[src/rtl/core/spr_pkg.sv]
// ----------------------------------------------------------------------------
// spr_pkg
// Types and constants shared by the stream pattern replace block and its
// channel interfaces.
// ----------------------------------------------------------------------------
package spr_pkg;

    // Result beats per input item, and replacement capacity
    localparam int BURST_DEPTH = 8;
    localparam int BURST_IDX_W = 3;
    localparam int CNT_W       = 4;

    // Configuration port
    localparam int CFG_IDX_W  = 4;
    localparam int CFG_DATA_W = 64;

    localparam logic [CFG_IDX_W-1:0] CFG_PATTERN_BYTES      = 4'd0;
    localparam logic [CFG_IDX_W-1:0] CFG_PATTERN_LENGTH     = 4'd1;
    localparam logic [CFG_IDX_W-1:0] CFG_REPLACEMENT_BYTES  = 4'd2;
    localparam logic [CFG_IDX_W-1:0] CFG_REPLACEMENT_LENGTH = 4'd3;

    typedef struct packed {
        logic       end_mark;
        logic [7:0] data_byte;
    } spr_in_t;

    typedef struct packed {
        logic       stream_done;
        logic       run_last;
        logic       byte_valid;
        logic [7:0] out_byte;
    } spr_out_t;

    typedef struct packed {
        logic [CFG_IDX_W-1:0]  index;
        logic [CFG_DATA_W-1:0] data;
    } spr_cfg_t;

endpackage

[src/rtl/core/spr_stream_if.sv]
// ----------------------------------------------------------------------------
// spr_stream_if
// Valid/ready channel carrying one payload per beat.
// ----------------------------------------------------------------------------
interface spr_stream_if #(
    parameter type payload_t = logic
);

    logic     valid;
    logic     ready;
    payload_t payload;

    modport source (
        output valid,
        output payload,
        input  ready
    );

    modport sink (
        input  valid,
        input  payload,
        output ready
    );

endinterface

[src/rtl/core/stream_pattern_replace.sv]
// ----------------------------------------------------------------------------
// stream_pattern_replace
// Streaming find-and-replace: leftmost non-overlapping hits of a 1..8 byte
// pattern are replaced by a 0..8 byte replacement; other bytes pass through.
// ----------------------------------------------------------------------------
//
//  channel     dir  payload                                    beat
//  in_stream   in   data_byte, end_mark                        one stream byte
//  out_stream  out  out_byte, byte_valid, run_last, stream_done one result
//  cfg_wr      in   index, data                                one register write
//
//  One byte per cycle while each byte yields at most one result and the output
//  is not stalled. A byte that yields more than one result (replacement or end
//  flush) holds the input while the single burst register drains one beat per cycle while the output takes it.
//  Results pass through the burst register and then the output register.
//  Reset empties the window, the burst and the output register, and loads
//  the configuration defaults (pattern length 1, replacement empty).
//  A stalled output holds one beat in the output register; one more item
//  can still be taken into the burst register behind it.
//
module stream_pattern_replace #(
    parameter int MAX_PATTERN = 8
) (
    input  logic         clk,
    input  logic         rst_n,
    spr_stream_if.sink   in_stream,
    spr_stream_if.source out_stream,
    spr_stream_if.sink   cfg_wr
);

    import spr_pkg::*;

    localparam int FILL_W = $clog2(MAX_PATTERN + 1);

    // Configuration
    logic [63:0]       pattern_bytes_reg;
    logic [3:0]        pattern_length_reg;
    logic [63:0]       replacement_bytes_reg;
    logic [3:0]        replacement_length_reg;

    // Window
    logic [7:0]        window_reg [MAX_PATTERN];
    logic [7:0]        window_next [MAX_PATTERN];
    logic [FILL_W-1:0] window_fill_reg;
    logic [FILL_W-1:0] window_fill_next;

    // Burst of results for the last accepted byte
    logic [7:0]             burst_bytes_reg [BURST_DEPTH];
    logic [7:0]             burst_bytes_next [BURST_DEPTH];
    logic [CNT_W-1:0]       burst_cnt_reg;
    logic [CNT_W-1:0]       burst_cnt_next;
    logic [BURST_IDX_W-1:0] burst_idx_reg;
    logic                   burst_vld_reg;
    logic                   burst_bval_reg;
    logic                   burst_bval_next;
    logic                   burst_end_reg;

    // Output register
    spr_out_t out_reg;
    logic     out_vld_reg;

    // Combinational step
    logic [3:0]        plen4;
    logic [FILL_W-1:0] plen;
    logic [3:0]        rlen;
    logic [7:0]        app [MAX_PATTERN];
    logic [7:0]        shifted [MAX_PATTERN];
    logic [7:0]        pad [BURST_DEPTH];
    logic [FILL_W-1:0] nfill;
    logic              full;
    logic              hit;
    logic              in_end;
    logic              in_acc;
    logic              burst_load;
    logic              burst_last;
    logic              out_load;

    // Effective lengths
    always_comb
    begin
        plen4 = pattern_length_reg;
        if (plen4 == 4'd0)
        begin
            plen4 = 4'd1;
        end
        if (plen4 > 4'(MAX_PATTERN))
        begin
            plen4 = 4'(MAX_PATTERN);
        end
        plen = FILL_W'(plen4);
        rlen = (replacement_length_reg > 4'd8) ? 4'd8 : replacement_length_reg;
    end

    // Window with the new byte appended
    always_comb
    begin
        for (int j = 0; j < MAX_PATTERN; j++)
        begin
            app[j] = (FILL_W'(j) == window_fill_reg) ? in_stream.payload.data_byte
                                                     : window_reg[j];
        end
    end

    for (genvar j = 0; j < MAX_PATTERN; j++)
    begin : g_shift
        if (j + 1 < MAX_PATTERN)
        begin : g_mid
            assign shifted[j] = app[j + 1];
        end
        else
        begin : g_top
            assign shifted[j] = app[j];
        end
    end

    for (genvar j = 0; j < BURST_DEPTH; j++)
    begin : g_pad
        if (j < MAX_PATTERN)
        begin : g_used
            assign pad[j] = app[j];
        end
        else
        begin : g_unused
            assign pad[j] = 8'd0;
        end
    end

    assign nfill  = window_fill_reg + FILL_W'(1);
    assign full   = (nfill >= plen);
    assign in_end = in_stream.payload.end_mark;

    always_comb
    begin
        hit = full;
        for (int i = 0; i < MAX_PATTERN; i++)
        begin
            if ((FILL_W'(i) < plen) && (app[i] != pattern_bytes_reg[8*i +: 8]))
            begin
                hit = 1'b0;
            end
        end
    end

    // Result burst: on a miss the emitted bytes are the appended window itself
    // (oldest byte, then the flush if the stream ends here)
    always_comb
    begin
        burst_bval_next = 1'b1;
        if (hit)
        begin
            burst_cnt_next = rlen;
        end
        else if (in_end)
        begin
            burst_cnt_next = CNT_W'(nfill);
        end
        else if (full)
        begin
            burst_cnt_next = CNT_W'(1);
        end
        else
        begin
            burst_cnt_next = '0;
        end
        // empty end marker
        if (in_end && burst_cnt_next == '0)
        begin
            burst_cnt_next  = CNT_W'(1);
            burst_bval_next = 1'b0;
        end
        for (int j = 0; j < BURST_DEPTH; j++)
        begin
            burst_bytes_next[j] = hit ? replacement_bytes_reg[8*j +: 8] : pad[j];
        end
    end

    // Window update
    always_comb
    begin
        window_next      = window_reg;
        window_fill_next = window_fill_reg;
        if (in_acc)
        begin
            if (in_end || hit)
            begin
                window_next      = app;
                window_fill_next = '0;
            end
            else if (full)
            begin
                window_next      = shifted;
                window_fill_next = plen - FILL_W'(1);
            end
            else
            begin
                window_next      = app;
                window_fill_next = nfill;
            end
        end
    end

    // Handshakes
    assign burst_last = (CNT_W'(burst_idx_reg) + CNT_W'(1) == burst_cnt_reg);
    assign out_load   = burst_vld_reg && (!out_vld_reg || out_stream.ready);
    assign in_stream.ready = !burst_vld_reg || (out_load && burst_last);
    assign in_acc     = in_stream.valid && in_stream.ready;
    assign burst_load = in_acc && (hit || full || in_end) && (burst_cnt_next != '0);
    assign cfg_wr.ready = 1'b1;

    assign out_stream.valid   = out_vld_reg;
    assign out_stream.payload = out_reg;

    always_ff @(posedge clk or negedge rst_n)
    begin
        if (!rst_n)
        begin
            pattern_bytes_reg      <= '0;
            pattern_length_reg     <= 4'd1;
            replacement_bytes_reg  <= '0;
            replacement_length_reg <= '0;
            window_fill_reg        <= '0;
            burst_vld_reg          <= 1'b0;
            burst_idx_reg          <= '0;
            out_vld_reg            <= 1'b0;
            for (int j = 0; j < MAX_PATTERN; j++)
            begin
                window_reg[j] <= 8'd0;
            end
        end
        else
        begin
            // pattern writes are dropped while bytes sit in the window
            if (cfg_wr.valid)
            begin
                case (cfg_wr.payload.index)
                    CFG_PATTERN_BYTES:
                    begin
                        if (window_fill_reg == '0)
                        begin
                            pattern_bytes_reg <= cfg_wr.payload.data;
                        end
                    end
                    CFG_PATTERN_LENGTH:
                    begin
                        if (window_fill_reg == '0)
                        begin
                            pattern_length_reg <= cfg_wr.payload.data[3:0];
                        end
                    end
                    CFG_REPLACEMENT_BYTES:
                    begin
                        replacement_bytes_reg <= cfg_wr.payload.data;
                    end
                    CFG_REPLACEMENT_LENGTH:
                    begin
                        replacement_length_reg <= cfg_wr.payload.data[3:0];
                    end
                    default:
                    begin
                    end
                endcase
            end

            window_reg      <= window_next;
            window_fill_reg <= window_fill_next;

            if (burst_load)
            begin
                burst_vld_reg <= 1'b1;
                burst_idx_reg <= '0;
            end
            else if (out_load && burst_last)
            begin
                burst_vld_reg <= 1'b0;
            end
            else if (out_load)
            begin
                burst_idx_reg <= burst_idx_reg + BURST_IDX_W'(1);
            end

            if (out_load)
            begin
                out_vld_reg <= 1'b1;
            end
            else if (out_stream.ready)
            begin
                out_vld_reg <= 1'b0;
            end
        end
    end

    // Payload registers
    always_ff @(posedge clk)
    begin
        if (burst_load)
        begin
            burst_bytes_reg <= burst_bytes_next;
            burst_cnt_reg   <= burst_cnt_next;
            burst_bval_reg  <= burst_bval_next;
            burst_end_reg   <= in_end;
        end
        if (out_load)
        begin
            out_reg.out_byte    <= burst_bval_reg ? burst_bytes_reg[burst_idx_reg] : 8'd0;
            out_reg.byte_valid  <= burst_bval_reg;
            out_reg.run_last    <= burst_last;
            out_reg.stream_done <= burst_last && burst_end_reg;
        end
    end

    // Assertions
    a_fill_below_plen: assert property (
        @(posedge clk) disable iff (!rst_n)
        window_fill_reg < plen
    ) else $error("window fill reached pattern length");

    a_idx_in_burst: assert property (
        @(posedge clk) disable iff (!rst_n)
        burst_vld_reg |-> (CNT_W'(burst_idx_reg) < burst_cnt_reg)
    ) else $error("burst index past burst count");

    a_end_clears_window: assert property (
        @(posedge clk) disable iff (!rst_n)
        (in_acc && in_end) |=> (window_fill_reg == '0)
    ) else $error("window not flushed at end of stream");

    a_done_is_last: assert property (
        @(posedge clk) disable iff (!rst_n)
        (out_vld_reg && out_reg.stream_done) |-> out_reg.run_last
    ) else $error("stream done without run last");

    a_marker_is_done: assert property (
        @(posedge clk) disable iff (!rst_n)
        (out_vld_reg && !out_reg.byte_valid) |-> (out_reg.stream_done && out_reg.out_byte == 8'd0)
    ) else $error("empty beat that is not the end marker");

endmodule

[src/flat_wrapper.sv]
// flat-port wrapper written by rule: the top's interface ports become plain ports
module stream_pattern_replace_flat import spr_pkg::*;
#(
    parameter int MAX_PATTERN = 8
)
  (clk, rst_n, in_stream_valid, in_stream_payload, in_stream_ready, out_stream_valid, out_stream_payload, out_stream_ready, cfg_wr_valid, cfg_wr_payload, cfg_wr_ready);
  spr_stream_if #(.payload_t(spr_in_t)) in_stream_i ();
  spr_stream_if #(.payload_t(spr_out_t)) out_stream_i ();
  spr_stream_if #(.payload_t(spr_cfg_t)) cfg_wr_i ();
  input  logic clk;
  input  logic rst_n;
  input wire logic [$bits(in_stream_i.valid)-1:0] in_stream_valid;
  input wire logic [$bits(in_stream_i.payload)-1:0] in_stream_payload;
  output wire logic [$bits(in_stream_i.ready)-1:0] in_stream_ready;
  output wire logic [$bits(out_stream_i.valid)-1:0] out_stream_valid;
  output wire logic [$bits(out_stream_i.payload)-1:0] out_stream_payload;
  input wire logic [$bits(out_stream_i.ready)-1:0] out_stream_ready;
  input wire logic [$bits(cfg_wr_i.valid)-1:0] cfg_wr_valid;
  input wire logic [$bits(cfg_wr_i.payload)-1:0] cfg_wr_payload;
  output wire logic [$bits(cfg_wr_i.ready)-1:0] cfg_wr_ready;
  assign in_stream_i.valid = in_stream_valid;
  assign in_stream_i.payload = in_stream_payload;
  assign in_stream_ready = in_stream_i.ready;
  assign out_stream_valid = out_stream_i.valid;
  assign out_stream_payload = out_stream_i.payload;
  assign out_stream_i.ready = out_stream_ready;
  assign cfg_wr_i.valid = cfg_wr_valid;
  assign cfg_wr_i.payload = cfg_wr_payload;
  assign cfg_wr_ready = cfg_wr_i.ready;
  stream_pattern_replace #(.MAX_PATTERN(MAX_PATTERN)) u_core (.clk(clk), .rst_n(rst_n), .in_stream(in_stream_i), .out_stream(out_stream_i), .cfg_wr(cfg_wr_i));
endmodule
[config.mk]
export PLATFORM = sky130hd
export DESIGN_NAME = stream_pattern_replace_flat
export DESIGN_NICKNAME = d
export VERILOG_FILES = /design/src/rtl/core/spr_pkg.sv /design/src/rtl/core/spr_stream_if.sv /design/src/rtl/core/stream_pattern_replace.sv /design/src/flat_wrapper.sv
export SDC_FILE = /design/constraint.sdc
export NUM_CORES = 1
export LEC_CHECK = 0
export ABC_AREA = 1
export ABC_CLOCK_PERIOD_IN_PS = 9800
export BUFFER_PORTS_ARGS = -buffer_cell sky130_fd_sc_hd__buf_2
export CAP_MARGIN = 20
export CORE_ASPECT_RATIO = 0.9
export CORE_MARGIN = 2
export CORE_UTILIZATION = 39
export DETAILED_ROUTE_END_ITERATION = 10
export GPL_TIMING_DRIVEN = 0
export SYNTH_ARGS = -nofsm -noshare
export SYNTH_HDL_FRONTEND = slang
export SYNTH_SLANG_ARGS = --single-unit
export TNS_END_PERCENT = 1
[constraint.sdc]
create_clock -name clk -period 9.8 [get_ports clk]
set_input_delay 1.96 -clock clk [delete_from_list [all_inputs] [get_ports clk]]
set_output_delay 1.96 -clock clk [all_outputs]
set_load 0.02 [all_outputs]
==> results.toml <==
[routing]
antenna_left = 0
drt_first_pass_iters = 7
via_per_inst = 5.27
vias = 13900
dr.first_iter.drc_count = 1540
wl_per_cell_um = 20.0
wl_um = 52800
drc = 0

[sta]
drv_slew = 0
fin_setup_tns_ns = 0
period_share_pct = 59.1
fmax_ghz = 0.173
period_needed_ns = 5.79
clock_skew_ns = 0.0262
worst-slew-pin-transition_ns = 0.904
rsz0062_at_grt = "no"
setup_viol = 0
hold_viol = 0
slew_headroom_pct = 39.7
holdWs_ns = 0.487
setup_slack_ns = 4.01

[synth]
synth_edf_count = 81
async_flop_share_pct = 72.1
yosysMostFrequentCell = "nand2_1"
ys_ff_latch = 290
yosysWarnings = 0
syn_nets = 2047
synth.top_cells.by_area = "dfrtp_1, edfxtp_1, nand2_1"
synth_top_cell_area_share_pct = 34.0
yosysUniqueCellTypes = 40
yosysTopAreaCell = "dfrtp_1"
synth_seq_area_share_pct = 50.1
synthFlopType = "dfrtp_1"
synthTopCellsByCount = "nand2_1, o21ai_0, inv_1, dfrtp_1, nor2_1"
syn-cell-area_mm2 = 0.0153
synth_area_per_cell_um2 = 7.84
syn_inst = 1952

[cts]
clk_root_buffer_cell = "clkbuf_16"
cts.path.max_buffers = 3
clock_latency_ns = 0.53
cts_tree = "yes"
cts_buffers = 34
h-tree-depth = 2
ctsResizeCount = 0
holdBufCountCts = 0
clock-sinks = 290
post_cts_buffers = 0
clk_pin_slew_ns = 0.06

[place]
port_buffers = 93
place_ws_ns = 3.63
gp_congestion = 0.940
post-dp-hpwl_um = 39500

[setup_path]
path_cells = "buf_2 -> inv_1 -> o21ai_0 -> nand2_1 -> nand2_1 -> nand2_1 -> nor2_1 -> nand2_1 -> a21oi_1 -> nand2_1 -> nand2_2 -> nand3_1 -> nand2_1 -> nor2_1 -> nand3_1 -> nand2_1 -> inv_4"
worstReg2RegStart = "u_core.window_fill_reg[0]"
cpPeakStageDelay_ns = 0.70
critical_path_class = "input pin to flop"
startpoint_type = "input pin"
worstPathArrival_ns = 5.93
cp-end-kind = "flop"
cp-startpoint = "in_stream_payload[4]"
crit_required_ns = 9.94
crit_slowest_cell = "inv_4"
cp_common_cell = "nand2_1"
critPathMaxFanout = 70

[global_routing]
grt-ovfl-total = 0
track_usage_pct = 26.3
grt_pass1_vias = 13000
grt_pass1_wl_um = 79800
antenna_found_initial = 1
grt_max_degree = 94

[die]
io_pins = 96
dieArea_mm2 = 0.0408
die_x_um = 213
core_mm2 = 0.0385
fp.dieH_um = 192
initial_utilization_pct = 39.7
num_rows = 68

[pwr]
total_power_mw = 6.12
cellPowerDensity_mw_per_mm2 = 347
power.leakage_nw = 8.37
vdd_drop_max_v = 0.000128

[final_layout]
drive_above_1_share_pct = 12.0
nFillCells = 3921
nets = 2181
area_growth_pct = 15.2

[worst_hold_path]
min_from = "u_core.burst_vld_reg"
min_path_type = "flop to flop"

[run]
max_cap_viol_count = 0

[outcome]
run_status = "complete, no violations"
[worst max-delay path, delay by kind of cell]
family,cells,cell delay (ns)
compound gates,2,1.04
buf+inv,3,1.51
simple gates,12,1.36
[report_power, final]
group	leakage [nW]	switching (mW)	internal (mW)	total (mW)
clock	0.534	0.520	0.733	1.25
sequential	3.41	0.272	1.76	2.03
combinational	4.43	1.95	0.892	2.84
total	8.37	2.74	3.38	6.12
[logic make-up (layout without fill, tap and decap cells)]
group,Yosys count,count (layout),share of synthesized area [%]
adders and majority gates,13,13,1.06
and+or+nand+nor,866,866,23.2
xor gates and xnor gates,16,16,0.916
other,1,3,0.0245
DFF,290,290,50.1
buffers and inverters,334,494,9.33
AOI/OAI and AO/OA,432,432,15.4
[metrics by stage]
| step | area (µm²) | cells | util [%] |
|---|---|---|---|
| floorplan | 15300 | 1952 | - |
| global placement | 16400 | 2570 | 42.6 |
| detailed placement | 16500 | 2575 | 42.9 |
| CTS | 17600 | 2637 | 45.7 |
| global route | 17600 | 2637 | 45.7 |
| finish | 17600 | 2639 | 45.7 |
[final timing paths]
| path | endpoint | slack, ns | depth (start not counted) |
|---|---|---|---|
| worst min register to register | u_core.out_stream.valid | 0.49 | 2 |
| worst max-delay path | u_core.burst_bytes_reg[22] | 4.01 | 17 |
| worst min-delay path | u_core.out_stream.valid | 0.49 | 2 |
| min in group asynchronous | u_core.out_stream.valid | 1.29 | 1 |
| max in group asynchronous | u_core.replacement_bytes_reg[34] | 7.33 | 3 |
| worst max register to register | u_core.burst_bytes_reg[22] | 5.10 | 18 |
[cell usage in the layout, fill, tap and decap left out, types with 2 or more instances in the layout]
master / instances
nand3b_1: 12
o22ai_1: 25
nor2_1: 116
clkbuf_16: 37
nand3_1: 83
o21ai_1: 55
a21oi_1: 9
nor2_4: 2
buf_2: 112
dfrtp_1: 208
diode_2: 2
clkbuf_1: 59
clkinv_2: 8
o21ai_2: 15
a31oi_1: 8
o21ai_0: 305
xor2_1: 6
nand2_4: 4
nand2_1: 621
inv_1: 225
buf_8: 3
edfxtp_1: 81
xnor2_1: 10
nand3_2: 4
clkbuf_8: 2
inv_2: 7
buf_1: 3
inv_4: 3
clkinvlp_4: 2
nand2_2: 7
o211ai_2: 10
buf_4: 15
buf_6: 12
o211ai_1: 3
ha_1: 13
nand4_1: 12
buf_16: 2
[area by class of cell]
type,count,area (µm²),share of cell area (%)
antenna,2,5.00,0.0284
buffer,99,541,3.07
clock buffer,49,991,5.62
clock inverter,13,97.6,0.554
inverter,235,890,5.05
multi-input combinational,1328,6210,35.2
sequential,290,7660,43.5
tap,525,657,3.73
timing repair buffer,98,568,3.22
[metal layers]
layer | vias up | GRT usage, % | share of wire, %
met4 | 0 | 7.67 | 2.9
li1 | 6568 | - | -
met2 | 573 | 41.0 | 44
met1 | 6680 | 37.7 | 45
met3 | 91 | 4.17 | 7.5
met5 | - | 0 | 0
Note: power is estimated with default switching activity, not from simulation.
